===== src/rtl/bfc_ram.sv =====
// Generic simple dual-port RAM: one write port, one read port, registered read data.
// Depends on nothing.
module bfc_ram #(
	parameter int WIDTH  = 8,
	parameter int DEPTH  = 16,
	parameter int ADDR_W = (DEPTH > 1) ? $clog2(DEPTH) : 1
) (
	input  logic              clk,
	input  logic              wr_en,
	input  logic [ADDR_W-1:0] wr_addr,
	input  logic [WIDTH-1:0]  wr_data,
	input  logic              rd_en,
	input  logic [ADDR_W-1:0] rd_addr,
	output logic [WIDTH-1:0]  rd_data
);

	logic [WIDTH-1:0] mem [DEPTH];

	// Write port.
	always_ff @(posedge clk) begin
		if (wr_en) begin
			mem[wr_addr] <= wr_data;
		end
	end

	// Read port; the read data is registered and appears in the cycle after rd_en.
	always_ff @(posedge clk) begin
		if (rd_en) begin
			rd_data <= mem[rd_addr];
		end
	end

endmodule


===== config.mk =====
export PLATFORM = sky130hd
export DESIGN_NAME = bfc_ram
export DESIGN_NICKNAME = d
export VERILOG_FILES = /design/src/rtl/bfc_ram.sv
export SDC_FILE = /design/constraint.sdc
export NUM_CORES = 1
export LEC_CHECK = 0
export BUFFER_PORTS_ARGS = -buffer_cell sky130_fd_sc_hd__buf_2
export CAP_MARGIN = 40
export CORE_MARGIN = 4
export CORE_UTILIZATION = 47
export CTS_BUF_LIST = sky130_fd_sc_hd__clkbuf_2
export CTS_CLUSTER_DIAMETER = 40
export DETAILED_ROUTE_END_ITERATION = 7
export PLACE_DENSITY = 0.75
export SLEW_MARGIN = 20
export SYNTH_ARGS = -nofsm -noshare
export SYNTH_HDL_FRONTEND = slang
export SYNTH_SLANG_ARGS = --single-unit
export TNS_END_PERCENT = 50

===== constraint.sdc =====
create_clock -name clk -period 2.4 [get_ports clk]
set_clock_uncertainty 0.15 [all_clocks]
set_input_delay 0.36 -clock clk [delete_from_list [all_inputs] [get_ports clk]]
set_output_delay 0.36 -clock clk [all_outputs]
set_load 0.05 [all_outputs]

# After elaboration in Yosys (flattened, before gate mapping)
# Memory sizes are Yosys's and may differ from the RTL's. A register that Yosys moved wholly into a read port is not among the register bits.
# Index checks and enable logic that the tools add are counted.
totals:
  n_memories: 1
  out_inout_bits: 8
  register_bits: 0
  ramBits: 128
classes:
  mux: 2
mem_list:
  columns: ["name", "depth", "word_bits", "rd", "rd_clocked_by_memory_dff", "write_ports", "line", "text"]
  rows:
  - ["mem", 16, 8, 1, 1, 1, "17", "logic [WIDTH-1:0] mem [DEPTH];"]
op_table:
  columns: ["operator", "n"]
  rows:
  - ["2-to-1 mux 1 bit", 2]

# Longest topological paths before layout
logic_depth:
  word_depth: 2
  mapped_depth: 5
  mapped_depth_nobuf: 3

# Worst setup path after synthesis
# No wires, ideal clock.
synth_timing:
  kind: "input -> register"
  startpoint: "input port wr_addr[2]"
  endpoint: "memory mem[0][0] (enable)"
  slack_ps: 397
  arrival_time_ps: 1470
  path_buffers: 0
  setup_ps: 383
  cell_stages: 2
  path_cell_list: "or3b_2 nor3_1"
synth_rtl:
  columns: ["item", "line", "text"]
  rows:
  - ["from (decl)", "10", "input logic [ADDR_W-1:0] wr_addr,"]
  - ["to (decl)", "17", null]
# No word-level cell before the write port.

# Worst setup path in the final report
layout_timing:
  startpoint: "register rd_data[6] (read register of mem)"
  endpoint: "output port rd_data[6]"
layout_rtl:
  columns: ["item", "line", "text"]
  rows:
  - ["from (decl)", "14", "output logic [WIDTH-1:0] rd_data"]
# No word-level cell between the ends.

==> summary.md <==
| Metric | Value |
|---|---|
| Global-route wire length before repair | 14600 um |
| Hold buffers post-CTS | 9 |
| Antenna Nets Post-Route | 0 |
| Fin crit share | 0.757 |
| Crit-path cells | buf_2 |
| Setup tns final | 0 ns |
| Root Buffer | clkbuf_2 |
| Total power | 4.43 mW |
| Post-Synth Simple-Gate Area | 0.0314 |
| Die H | 113 um |
| Crit path max-delay family | flip-flops |
| Die ar. | 12900 um2 |
| Worst Hold Margin | 0.132 ns |
| Syn_area_per_cell | 22.8 um2 |
| Placed instance area | 5640 um2 |
| Global placement routability congestion | 0.742 |
| GR Overflow Total | 0 |
| Fin cells | 447 |
| Max-Cap Viols | 0 |
| Hold Vio Cnt, Final | 0 |
| F_max | 0.550 GHz |
| IO Pins | 27 |
| # diodes | 0 |
| Startpoint types | flop |
| Final instance area | 6010 um2 |
| #FFs+latches synth | 136 |
| Place WS | 0.351 ns |
| WP data required | 1.89 ns |
| Arrival @ worst endpoint | 1.31 ns |
| Most common cell after layout, fill and taps aside | edfxtp_1 |
| Complex-gate fraction of the synthesized area | 0.0230 |
| Final setup fails | 0 |
| Layout cells sized above 1 | 0.316 |
| Max FO, Critical Path | 1 |
| Mapped Nets | 248 |
| Top cell type's share of synthesized area | 0.781 |
| Final slew viol count | 0 |
| CTS buffer count | 17 |
| Vias post-DR | 2492 |
| FILL cells | 835 |
| Routed WL per cell | 21.0 um |
| Yosys warnings | 0 |
| Post-synthesis mux area share | 0.148 |
| Largest family of logic cells by synthesized area | multiplexers |
| RSZ-0062 raised after global routing | false |
| CP Class | flop to primary output |
| Run status | complete, no violations |
| Largest net degree at the start of global routing | 33 |
| Net count, final | 313 |
| Worst hold path startpoint | wr_addr[2] |
| Placed Cells | 406 |
| Max VDD drop | 0.000345 V |
| Port bufs | 26 |
| Unique masters post-synth | 18 |
| Leakage Power | 2.03 nW |
| CTS tree | yes |
| Postcts setup bufs | 0 |
| Die Wd | 113 um |
| Clock tree buffer depth | 2 |
| Area contributors post-synth | edfxtp_1, mux4_2, mux4_1 |
| Post-synthesis sequential area ratio | 0.781 |
| # resized after CTS | 0 |
| Core Box Area | 10800 um2 |
| CP startpoint | rd_data[6]$_DFFE_PP_ |
| DRC | 0 |
| Power Density | 738 nW/um2 |
| Final Worst Setup Slack | 0.583 ns |
| Vias in the first global route | 2637 |
| Num rows | 38 |
| Area delta synth->final | 14.9% |
| Worst-margin pin slew | 0.552 ns |
| Syn Inst Count | 229 |
| Fin util | 0.554 |
| Hold Path Class | input port to flop |
| 1st-pass router iterations | 6 |
| Slowest CP cell | edfxtp_1 |
| Slew Limit Headroom | 0.631 |
| Post-Synthesis Cell Area | 5230 um2 |
| CP Capture Type | primary output |
| Xor/xnor cell area share of the yosys netlist | 0 |
| Buf+Inv Stages, Crit Path | 1 |
| Adder-cell share of the synthesized area | 0 |
| Via/cell ratio | 5.57 |
| Worst-path clk slew | 0.17 ns |
| Starting density of the core | 0.482 |
| Initial drt markers | 134 |
| R2R Path Start | mem[6][0]$_DFFE_PP_ |
| Initial antenna violation count | 0 |
| Clock net sink count | 136 |
| Hpwl dp | 6260 um |
| Largest area contributor in the netlist | edfxtp_1 |
| Final Critical Period | 1.82 ns |
| Most frequent cells in the layout | edfxtp_1, buf_2, clkbuf_2 |
| GRT Overall Usage | 0.157 |
| Worst path max stage delay | 0.41 ns |
| Worst-skew pair later-pin latency | 0.64 ns |
| Post-Route WL | 9390 um |
| H-tree levels | 4 |
[final timing paths]
check / endpoint / slack [ns] / depth (start not counted)
min: mem[5][7]$_DFFE_PP_ / 0.13 / 3
min reg2reg: rd_data[7]$_DFFE_PP_ / 0.61 / 3
max reg2reg: rd_data[0]$_DFFE_PP_ / 0.77 / 3
max: rd_data[6] / 0.58 / 1
[sequential cells by signal, indices dropped and copies added (netlist names)]
signal,count
mem,128
rd_data,8
[cell usage after synthesis]
master,instances
nand2b_1,2
nor2b_1,1
nor2_1,13
edfxtp_1,136
nor3_1,4
mux4_1,14
nand3_1,1
mux4_2,18
buf_6,3
nand2_1,9
buf_4,1
and2_1,1
and2b_1,1
or3b_2,1
clkdlybuf4s25_2,3
a22oi_1,16
buf_2,3
nand3b_1,2
[power breakdown]
group / leakage (nW) / switching, mW / internal (mW)
clock: 0.157 / 0.766 / 0.686
combinational: 0.636 / 0.178 / 0.118
sequential: 1.24 / 0.0124 / 2.67
[final cells by class]
type                    count  area, um2  area share
clock buffers              19       95.1      0.0158
flip-flops and latches    136       4080       0.680
clock inverters            13        179      0.0298
well taps                 140        175      0.0292
multi-input cells          83       1060       0.176
repair buffers             56        415      0.0692
[cell families after synthesis]
logic type | Yosys count
flops | 136
simple gates | 35
mux | 32
compound gates | 16
buf+inv | 10
[per-layer routing]
metal	track usage	routed length, um	up-vias
met3	0.0403	486	13
met4	0.0625	120	0
met2	0.258	4830	75
met1	0.200	3960	1294
met5	0	0	-
li1	-	-	1110
Power figures use the tool's default switching activity.
