<file path="src/rtl/bfc_pkg.sv">
// Shared types and constants for the bidirectional flow counter.
// Holds the table geometry, the flow key and statistics records and the outcome codes.
// Depends on nothing; bfc_search and the top level use it.
package bfc_pkg;

	// Table geometry.
	localparam int TABLE_ENTRIES = 256;
	localparam int SLOT_W        = (TABLE_ENTRIES > 1) ? $clog2(TABLE_ENTRIES) : 1;
	localparam int COUNT_W       = $clog2(TABLE_ENTRIES + 1);

	// Header sizes used by the length checks.
	localparam logic [16:0] ETH_HDR_BYTES    = 17'd14;
	localparam logic [16:0] IP_STRUCT_BYTES  = 17'd20;
	localparam logic [16:0] TCP_STRUCT_BYTES = 17'd20;
	localparam logic [15:0] ETHERTYPE_IPV4   = 16'h0800;

	// Result outcome codes.
	typedef enum logic [2:0] {
		OUT_NONE = 3'd0,
		OUT_FWD  = 3'd1,
		OUT_REV  = 3'd2,
		OUT_NEW  = 3'd3,
		OUT_FULL = 3'd4
	} outcome_t;

	// Flow key as it is kept in the key memory.
	typedef struct packed {
		logic [63:0] addrs;
		logic [31:0] ports;
		logic [7:0]  proto;
	} flow_key_t;

	// Per-flow statistics as kept in the statistics memory.
	typedef struct packed {
		logic [31:0] packets;
		logic [31:0] bytes;
		logic [31:0] last_seen;
	} flow_stat_t;

	// Search progress reported by the key scanner.
	typedef struct packed {
		logic              fwd_hit;
		logic [SLOT_W-1:0] fwd_slot;
		logic              rev_hit;
		logic [SLOT_W-1:0] rev_slot;
	} search_status_t;

	localparam int KEY_W  = $bits(flow_key_t);
	localparam int STAT_W = $bits(flow_stat_t);

endpackage

</file>
<file path="src/rtl/bfc_search.sv">
// Key scanner: compares each entry read from the key memory with the forward and
// reverse keys and keeps the first slot that matches each. Depends on bfc_pkg.
module bfc_search (
	input  logic                        clk,
	input  logic                        arst_n,
	input  logic                        clear,
	input  logic                        data_valid,
	input  logic [bfc_pkg::SLOT_W-1:0]  data_slot,
	input  bfc_pkg::flow_key_t          data_key,
	input  bfc_pkg::flow_key_t          fwd_key,
	input  bfc_pkg::flow_key_t          rev_key,
	output bfc_pkg::search_status_t     status
);

	bfc_pkg::search_status_t status_q;
	logic fwd_match;
	logic rev_match;

	// Compare the entry that just came out of the memory.
	assign fwd_match = data_valid && (data_key == fwd_key);
	assign rev_match = data_valid && (data_key == rev_key);

	// Keep the lowest matching slot in each direction.
	always_ff @(posedge clk or negedge arst_n) begin
		if (!arst_n) begin
			status_q <= '0;
		end else if (clear) begin
			status_q <= '0;
		end else begin
			if (fwd_match && !status_q.fwd_hit) begin
				status_q.fwd_hit  <= 1'b1;
				status_q.fwd_slot <= data_slot;
			end
			if (rev_match && !status_q.rev_hit) begin
				status_q.rev_hit  <= 1'b1;
				status_q.rev_slot <= data_slot;
			end
		end
	end

	assign status = status_q;

endmodule

</file>
<file path="config.mk">
export PLATFORM = sky130hd
export DESIGN_NAME = bfc_search
export DESIGN_NICKNAME = d
export VERILOG_FILES = /design/src/rtl/bfc_pkg.sv /design/src/rtl/bfc_search.sv
export SDC_FILE = /design/constraint.sdc
export NUM_CORES = 1
export LEC_CHECK = 0
export ABC_AREA = 1
export BUFFER_PORTS_ARGS = -buffer_cell sky130_fd_sc_hd__buf_2
export CAP_MARGIN = 20
export CORE_AREA = 2 2 131 133
export CTS_CLUSTER_DIAMETER = 200
export DETAILED_ROUTE_END_ITERATION = 6
export DIE_AREA = 0 0 133 135
export GPL_ROUTABILITY_DRIVEN = 0
export MAX_ROUTING_LAYER = met4
export PLACE_DENSITY_LB_ADDON = 0.15
export SETUP_SLACK_MARGIN = 0.02
export SYNTH_ARGS = -nofsm -noshare
export SYNTH_HDL_FRONTEND = slang
export SYNTH_SLANG_ARGS = --single-unit
</file>
<file path="constraint.sdc">
create_clock -name clk -period 1.12 [get_ports clk]
set_clock_uncertainty 0.2 [all_clocks]
set_input_delay 0 -clock clk [delete_from_list [all_inputs] [get_ports clk]]
set_output_delay 0 -clock clk [all_outputs]
set_load 0.1 [all_outputs]
</file>
[Word-level counts from Yosys, hierarchy flattened]
Cells that the tools add are included.
Storage, ports and cells
  output and inout bits: 18
  input bits: 324
  bits in registers: 18
Cells by class
  reductions and logical operators: 8
  equal/unequal tests: 2
  muxes and demuxes: 3
Operators by type and width (count)
  $eq A104 B104 Y1: 2
  $mux W18: 1
  $mux W9: 2
  $logic_and A1 B1 Y1: 4
  $reduce_bool A2 Y1: 2
  $logic_not A1 Y1: 2

[Longest topological paths before layout]
Gate-level depths: netlist (run 1).
  word-level depth: 5
  depth in mapped cells: 14
  depth with buffers taken out: 14

[Worst setup path before layout (run 1)]
Ideal clock, no wire load.
  kind: reg-to-reg
  start point: reg status_q (netlist bit status[8])
  end point: reg status_q (netlist bit status[0])
  arrival: 1811 ps
  period minus slack after synthesis: 2078 ps
  setup slack: -958 ps
  buffers on the path: 0
  stages on the path, launching flop included: 5
  cell sequence: dfrtp_1 -> clkinv_1 -> nand3_4 -> nand3_1 -> nand2_1
Between the ends
  word-level cells in the longest chain between the ends: 3
RTL lines
  start: declaration: RTL line bfc_search.sv:15  | bfc_pkg::search_status_t status_q;
  $logic_not A1 Y1: RTL line bfc_search.sv:34  | if (rev_match && !status_q.rev_hit) begin
  $logic_and A1 B1 Y1: RTL line bfc_search.sv:34
  $reduce_bool A2 Y1 (no source line)
Every way passes these cells.
A chain may end at the register's enable or synchronous reset.

[Worst setup path in the final report (run 1)]
  start point: in rev_key[88] (netlist name)
  end point: reg status_q (netlist bit status[2])
Between the ends
  word-level cells in the longest chain between the ends: 4
RTL lines
  start: declaration: RTL line bfc_search.sv:11  | input bfc_pkg::flow_key_t rev_key,
  $eq A104 B104 Y1: RTL line bfc_search.sv:21  | assign rev_match = data_valid && (data_key == rev_key);
  $logic_and A1 B1 Y1: RTL line bfc_search.sv:21
  $logic_and A1 B1 Y1: RTL line bfc_search.sv:34
  $reduce_bool A2 Y1 (no source line)
Every way passes these cells.

==> results of run 1 <==
[where the power goes]
part           internal (µW)  total [µW]      switching, µW
Combinational           1110        2330               1230
Sequential               651         651  0.000000000000221
Clock                    470         707                237
[tightest hold or removal path, delay by kind of cell]
family | cells | cell delay [ns]
buf+inv | 1 | 0.18
simple gates | 3 | 0.22
[metal layers]
layer	routed length (µm)	share of wire	track usage	vias to the layer above
li1	-	-	-	3573
met1	9680	0.43	0.298	2822
met2	11100	0.49	0.453	219
met3	1270	0.057	0.0342	20
met4	380	0.017	0.0436	0
met5	0	0	-	-
[kinds of logic after synthesis]
group / count (synthesis) / synth area share
and+or+nand+nor: 616 / 0.531
buffers and inverters: 256 / 0.203
xor gates and xnor gates: 81 / 0.150
DFF: 18 / 0.0953
AOI/OAI and AO/OA: 17 / 0.0201
[Yosys cell counts (2+ instances only)]
master    number
a21oi_2        2
clkinv_1       2
dfrtp_1       18
inv_1        238
inv_2         14
nand2_1      434
nand2_2        7
nand3_1       43
nand3_4        2
nand4_1        9
nor2_1       103
nor2_2        10
nor2_4         2
nor3_1         2
o21ai_0       12
o21ai_1        2
xnor2_1       73
xor2_1         8
[worst max path at each step]
stage            endpoint  slack [ns]    startpoint
6_report        status[2]       -0.31   rev_key[88]
5_1_grt         status[2]       -0.44   rev_key[39]
4_1_cts        status[12]       -0.26  data_key[40]
3_5_place_dp   status[12]       -0.70  data_key[40]
3_3_place_gp    status[9]       -0.68  data_key[40]
2_1_floorplan   status[0]       -0.18     status[8]
[layout make-up]
| type | instances | area, µm² | share of cell area |
|---|---|---|---|
| Inverter | 254 | 966 | 0.121 |
| Multi-Input combinational cell | 716 | 3780 | 0.475 |
| Clock buffer | 3 | 75.1 | 0.00941 |
| Tap cell | 220 | 275 | 0.0345 |
| Timing Repair Buffer | 379 | 2400 | 0.300 |
| Sequential cell | 18 | 478 | 0.0599 |
[repair_timing]
| action | CTS | global route |
|---|---|---|
| hold buffers | 11 | 0 |
| buffers inserted | 0 | 2 |
| gates cloned | 2 | 0 |
| endpoints found under the setup margin | 20 | 20 |
| resized for setup | 93 | 53 |
| hold endpoints to repair | 36 | 0 |
| pin swaps | 56 | 51 |
[stage by stage]
step / total power [µW] / TNS [ns] / area, µm² / std cells
2_1_floorplan: 1640 / -3.12 / 4760 / 988
3_3_place_gp: 2760 / -11.94 / 7200 / 1573
3_5_place_dp: 2780 / -12.13 / 7200 / 1573
4_1_cts: 3640 / -4.46 / 7750 / 1588
5_1_grt: 4030 / -7.18 / 7970 / 1590
6_report: 3690 / -5.20 / 7970 / 1590
==> flow_summary.json, run 1 <==
{
  "start_kind": "primary input",
  "ys_seq_area_frac": 0.0953,
  "min_period_over_period": 1.28,
  "relSlewSlack": 0.718,
  "hold_ws_ns": -0.00915,
  "r2r_start": "status[17]",
  "via_per_inst": 4.17,
  "hold_viol_final": 5,
  "core_area_um2": 16400,
  "clkTransAtPathRegs_ns": 0.05,
  "fp.dieW_um": 133,
  "drt_wl_total_um": 22400,
  "drt_first_pass_iters": 4,
  "reg2reg_to": "status[12]",
  "synthArstFlopShare": 1.00,
  "path_max_fanout": 5,
  "insertion_delay_ns": 0.25,
  "cp_num_cells": 11,
  "drt-initial-drc-count": 306,
  "synth_top_area_cell": "nand2_1",
  "ir_drop_mv": 0.421,
  "crit_required_ns": 1.06,
  "min_to": "status[16]",
  "hold_start": "clear",
  "n_fill_cell": 1827,
  "crit_arrival_ns": 1.37,
  "fin_nets": 1696,
  "violations": "negative hold slack, negative setup slack",
  "yosys_warnings": 0,
  "antenna_found_initial": 0,
  "grt_max_degree": 19,
  "first_global_vias": 6489,
  "synth_top_area_share": 0.345,
  "finalSetupViolCount": 20,
  "slew_viol_final": 0,
  "overflow": 0,
  "portBuffers": 341,
  "track_usage": 0.250,
  "synth_cell_types": 25,
  "synth_edf_count": 0,
  "whs_path_depth": 4,
  "cts.sinks": 18,
  "crit_path_end_kind": "flop",
  "cts-htree-levels": 1,
  "ios": 342,
  "largest_reg_flops": 18,
  "synth_cells": 988,
  "cts_root_buf": "clkbuf_16",
  "crit_buf_inv": 1,
  "cts_tree": "yes",
  "crit_family": "simple AND/OR/NAND/NOR gates",
  "diodes": 0,
  "r2r_setup_slack_ns": -0.05,
  "layout_common_cells": "410 x nand2_1, 306 x buf_2, 222 x inv_1",
  "p_leak_uw": 0.00499,
  "fp.dieH_um": 135,
  "fmax_mhz": 700,
  "fin_util": 0.486,
  "rows": 47,
  "final_common_cell": "nand2_1",
  "drc_errors": 0,
  "status": "finished with violations",
  "hold_class": "primary input to flop",
  "critPathMaxStageDelay_ns": 0.22,
  "synth_seq_cells": 18,
  "crit_chain": "buf_2 > xnor2_2 > nand2_1 > nor2_2 > nand2_1 > nor2_1 > nand2_2 > nor2_4 > nand3_4 > nand3_2 > nand2_1",
  "cp_slowest_cell": "xnor2_2",
  "detail-route-antenna-nets": 0,
  "reg2regPathDepth": 4,
  "path_class": "primary input to flop",
  "numCtsBuffers": 3,
  "area_growth_pct": 68.8,
  "num_vias": 6634,
  "period_minus_slack_ns": 1.43,
  "syn_area_um2": 4720,
  "power_density_nw_per_um2": 463,
  "wl_per_cell_um": 14.1,
  "maxCapViolCount": 0,
  "syn_avg_cell_area_um2": 4.78,
  "rsz0062_at_grt": "yes",
  "dp_hpwl_um": 20200,
  "post-place-ws_ns": -0.702,
  "initial_core_util": 0.288,
  "grt_pass1_wl_um": 33400,
  "max_slew.worst_pin.slew_ns": 0.423,
  "worst_path_most_repeated_cell": "nand2_1",
  "dieArea_um2": 18000,
  "clock_path_buffers": 2,
  "synth_area_leaders": "nand2_1 34%, inv_1 19%, xnor2_1 14%",
  "setup_ws_ns": -0.308,
  "syn-num-nets": 1312,
  "synth_ff_type": "dfrtp_1",
  "drive_above_1_share": 0.391
}
(Power assumes the default switching activity.)
==> run 2: changes to the inputs <==
- SKIP_LAST_GASP: unset -> 1
==> flow_summary.json, run 2 (synthesis gave the netlist of run 1 again) <==
{
  "status": "finished with violations",
  "violations": "negative hold slack, negative setup slack",
  "cts.sinks": 18,
  "min_period_over_period": 1.28,
  "largest_reg_flops": 18,
  "detail-route-antenna-nets": 0,
  "portBuffers": 341,
  "power.net_switching_uw": 1460,
  "slew_viol_final": 0,
  "antenna_found_initial": 0,
  "p_leak_uw": 0.00499,
  "via_per_inst": 4.17,
  "seqPwrFrac": 0.176,
  "hold_ws_ns": -0.00579,
  "drive_above_1_share": 0.391,
  "insertion_delay_ns": 0.25,
  "grt_max_degree": 19,
  "diodes": 0,
  "pwr-share-clk": 0.191,
  "ir_drop_mv": 0.421,
  "hold_viol_final": 4,
  "first_global_vias": 6489,
  "crit_required_ns": 1.10,
  "total_power_uw": 3690,
  "setup_ws_ns": -0.310,
  "track_usage": 0.250,
  "p_int_uw": 2230,
  "power_frac_comb": 0.632,
  "area_growth_pct": 68.7,
  "start_kind": "primary input",
  "drt-initial-drc-count": 277,
  "period_minus_slack_ns": 1.43,
  "overflow": 0,
  "grt_pass1_wl_um": 33400,
  "clock_path_buffers": 2,
  "ios": 342,
  "hold_class": "primary input to flop",
  "num_vias": 6637,
  "maxCapViolCount": 0,
  "path_class": "primary input to flop",
  "cts_tree": "yes",
  "crit_arrival_ns": 1.41,
  "drt_first_pass_iters": 4,
  "relSlewSlack": 0.721,
  "path_max_fanout": 8,
  "power_density_nw_per_um2": 463,
  "fp.dieH_um": 135,
  "dp.cells": 1573,
  "rows": 47,
  "wl_per_cell_um": 14.1,
  "final_common_cell": "nand2_1",
  "clkTransAtPathRegs_ns": 0.05,
  "core_area_um2": 16400,
  "dieArea_um2": 18000,
  "crit_path_end_kind": "flop",
  "rsz0062_at_grt": "yes",
  "fmax_mhz": 699,
  "initial_core_util": 0.288,
  "numCtsBuffers": 3,
  "max_slew.worst_pin.slew_ns": 0.419,
  "layout_common_cells": "411 x nand2_1, 306 x buf_2, 222 x inv_1",
  "drc_errors": 0,
  "finalSetupViolCount": 20,
  "dp_hpwl_um": 20200,
  "cts-htree-levels": 1,
  "fin_nets": 1696,
  "final_cells": 1590,
  "setup_tns_ns": -5.26,
  "drt_wl_total_um": 22400,
  "cts_root_buf": "clkbuf_16",
  "switching_share": 0.397,
  "fp.dieW_um": 133
}
[run 2: power groups by stage]
| stage | sequential [µW] | clock [µW] | combinational [µW] |
|---|---|---|---|
| after floorplan | 662 | 0 | 976 |
| after global placement | 662 | 0 | 2100 |
| after detailed placement | 662 | 0 | 2120 |
| after CTS | 651 | 713 | 2280 |
| after global routing | 650 | 757 | 2620 |
| final | 651 | 707 | 2330 |
[run 2: repair_timing]
action | in CTS | in global routing
pin swaps | 56 | 51
gates cloned | 2 | 0
endpoints found under the setup margin | 20 | 20
hold buffers | 11 | 0
gates resized for setup | 93 | 52
endpoints found under the hold margin | 36 | 0
buffers inserted | 0 | 2
[run 2: worst paths after layout]
path	start	endpoint	slack, ns	depth (start not counted)
worst max-delay path	data_key[40]	status[9]	-0.31	15
worst min-delay path	clear	status[16]	-0.006	4
worst max register to register	status[17]	status[10]	-0.05	4
worst min register to register	status[0]	status[0]	0.34	2
max in group asynchronous	arst_n	status[8]	0.36	2
min in group asynchronous	arst_n	status[17]	0.04	2
[run 2: layout make-up]
| class | count | area (µm²) |
|---|---|---|
| Multi-Input combinational cell | 716 | 3780 |
| Tap cell | 220 | 275 |
| Sequential cell | 18 | 478 |
| Fill cell | 1827 | 8440 |
| Inverter | 254 | 966 |
| Timing Repair Buffer | 379 | 2400 |
| Clock buffer | 3 | 75.1 |
[run 2: per-stage QoR]
stage / area [µm²] / util / setup WS (ns) / hold WS (ns)
final: 7970 / 0.486 / -0.310 / -0.00579
after CTS: 7750 / 0.473 / -0.261 / -0.00358
after detailed placement: 7200 / 0.439 / -0.702 / -0.247
after floorplan: 4760 / - / -0.177 / -0.496
after global routing: 7970 / 0.486 / -0.439 / 0.0385
after global placement: 7200 / 0.439 / -0.678 / -0.248
[run 2: layer usage]
| metal | wire length, µm | GRT usage | part of all wire |
|---|---|---|---|
| met5 | 0 | - | 0 |
| met4 | 375 | 0.0436 | 0.017 |
| met2 | 11100 | 0.453 | 0.49 |
| met3 | 1280 | 0.0342 | 0.057 |
| met1 | 9660 | 0.298 | 0.43 |
[run 2: critical path, cell delays in order]
cell and delay [ns]:
buf_6 0.10, buf_6 0.11, inv_2 0.03, nand2_1 0.03
nand2_1 0.07, nand2_2 0.08, nor2_4 0.13, nand2_1 0.07
nor2_1 0.11, nand2_2 0.10, inv_2 0.06, nand2_2 0.06
nor2_4 0.25, nand3_2 0.12, nand2_2 0.08
==> run 3: changes to the inputs <==
- SETUP_SLACK_MARGIN: 0.02 -> 0.3
==> flow_summary.json, run 3 (synthesis gave the netlist of run 1 again) <==
{
  "status": "finished with violations",
  "violations": "negative hold slack, negative setup slack",
  "insertion_delay_ns": 0.25,
  "hold_start": "data_slot[4]",
  "regArea_um2": 518,
  "grt_max_degree": 19,
  "dieArea_um2": 18000,
  "drc_errors": 0,
  "numCtsBuffers": 3,
  "area_growth_pct": 70.5,
  "pwr-share-clk": 0.193,
  "setup_ws_ns": -0.309,
  "clock_path_buffers": 2,
  "switching_share": 0.401,
  "fp.dieH_um": 135,
  "ios": 342,
  "wl_per_cell_um": 14.0,
  "path_max_fanout": 5,
  "placed_cell_area_um2": 7240,
  "cts.sinks": 18,
  "fmax_mhz": 700,
  "power.net_switching_uw": 1470,
  "rows": 47,
  "drt-initial-drc-count": 286,
  "p_int_uw": 2210,
  "start_kind": "primary input",
  "path_class": "primary input to flop",
  "largest_reg_flops": 18,
  "seqPwrFrac": 0.177,
  "cts_root_buf": "clkbuf_16",
  "p_leak_uw": 0.00502,
  "core_area_um2": 16400,
  "first_global_vias": 6346,
  "crit_arrival_ns": 1.37,
  "hold_viol_final": 36,
  "drive_above_1_share": 0.409,
  "clkTransAtPathRegs_ns": 0.05,
  "initial_core_util": 0.288,
  "antenna_found_initial": 4,
  "via_per_inst": 4.16,
  "detail-route-antenna-nets": 0,
  "ir_drop_mv": 0.419,
  "power_density_nw_per_um2": 457,
  "period_minus_slack_ns": 1.43,
  "min_period_over_period": 1.28,
  "drt_wl_total_um": 22300,
  "portBuffers": 341,
  "relSlewSlack": 0.562,
  "post-place-ws_ns": -0.762,
  "num_vias": 6636,
  "crit_required_ns": 1.06,
  "hold_class": "primary input to flop",
  "r2r_setup_slack_ns": -0.09,
  "drt_first_pass_iters": 4,
  "cts-htree-levels": 1,
  "fin_util": 0.491,
  "final_common_cell": "nand2_1",
  "dp_hpwl_um": 20100,
  "maxCapViolCount": 0,
  "layout_common_cells": "403 x nand2_1, 309 x buf_2, 223 x inv_1",
  "cts_tree": "yes",
  "max_slew.worst_pin.slew_ns": 0.656,
  "cts_hold_buf": 1,
  "startpoint": "data_key[40]",
  "hold_ws_ns": -0.0988,
  "r2r_start": "status[17]",
  "fin_nets": 1696,
  "slew_viol_final": 0,
  "overflow": 0,
  "fp.dieW_um": 133,
  "n_fill_cell": 1810,
  "finalSetupViolCount": 23,
  "setup_tns_ns": -5.11,
  "design_area_um2": 8060,
  "crit_path_end_kind": "flop",
  "power_frac_comb": 0.630,
  "grt_pass1_wl_um": 32500,
  "track_usage": 0.247,
  "multi_input_area_um2": 3850,
  "rsz0062_at_grt": "yes"
}
run 3: changes by cell type in the layout (fill, tap and decap cells not counted), sizes merged:
cell	delta
diode	+4
buf	+10
dlygate4sd3	-10
run 3: what timing repair did:
action                                  4_1_cts  5_1_grt
buffers inserted                              3        8
endpoints found under the setup margin       36       54
cloned                                        2        0
gates resized for setup                      75       82
endpoints found under the hold margin        36       17
pin swaps                                    40       67
run 3: critical path, cell delays in order:
cell and delay [ns]:
buf_8 0.11, xnor2_4 0.20, buf_6 0.12, nand2_2 0.04
nor2_2 0.10, nand2_2 0.07, nor2_4 0.14, nand2_2 0.09
nor2_4 0.19, nand3_4 0.15, nand3_2 0.10, nand2_1 0.06
run 3: metrics by stage:
| step | power (µW) | std cells | hold WS (ns) |
|---|---|---|---|
| final | 3680 | 1594 | -0.0988 |
| after global routing | 3990 | 1594 | -0.0773 |
| after CTS | 3580 | 1582 | -0.0957 |
| after detailed placement | 2770 | 1573 | -0.245 |
| after global placement | 2750 | 1573 | -0.246 |
| after floorplan | 1640 | 988 | -0.496 |
run 3: final cells by class:
type                       count  share of cell area
multi-input combinational    716               0.478
timing repair buffer         379               0.294
inverter                     254               0.120
sequential                    18              0.0643
tap                          220              0.0342
clock buffer                   3             0.00932
antenna                        4             0.00124
run 3: worst paths after layout:
kind / endpoint / cells after the start
hold / removal: status[13] / 5
setup reg to reg: status[12] / 4
max in group asynchronous: status[16] / 2
setup / recovery: status[0] / 12
min in group asynchronous: status[6] / 2
hold reg to reg: status[15] / 2
run 3: per-layer routing:
layer | up-vias | part of all wire | GRT usage
met2 | 230 | 0.50 | 0.448
met5 | - | 0 | -
met1 | 2793 | 0.42 | 0.286
li1 | 3588 | - | -
met4 | 0 | 0.020 | 0.0520
met3 | 25 | 0.064 | 0.0398
run 3: power groups by stage:
stage | logic [µW] | registers, µW | clock network, µW
after floorplan | 976 | 664 | 0
after global placement | 2090 | 664 | 0
after detailed placement | 2110 | 664 | 0
after CTS | 2220 | 650 | 713
after global routing | 2600 | 650 | 743
final | 2320 | 650 | 710
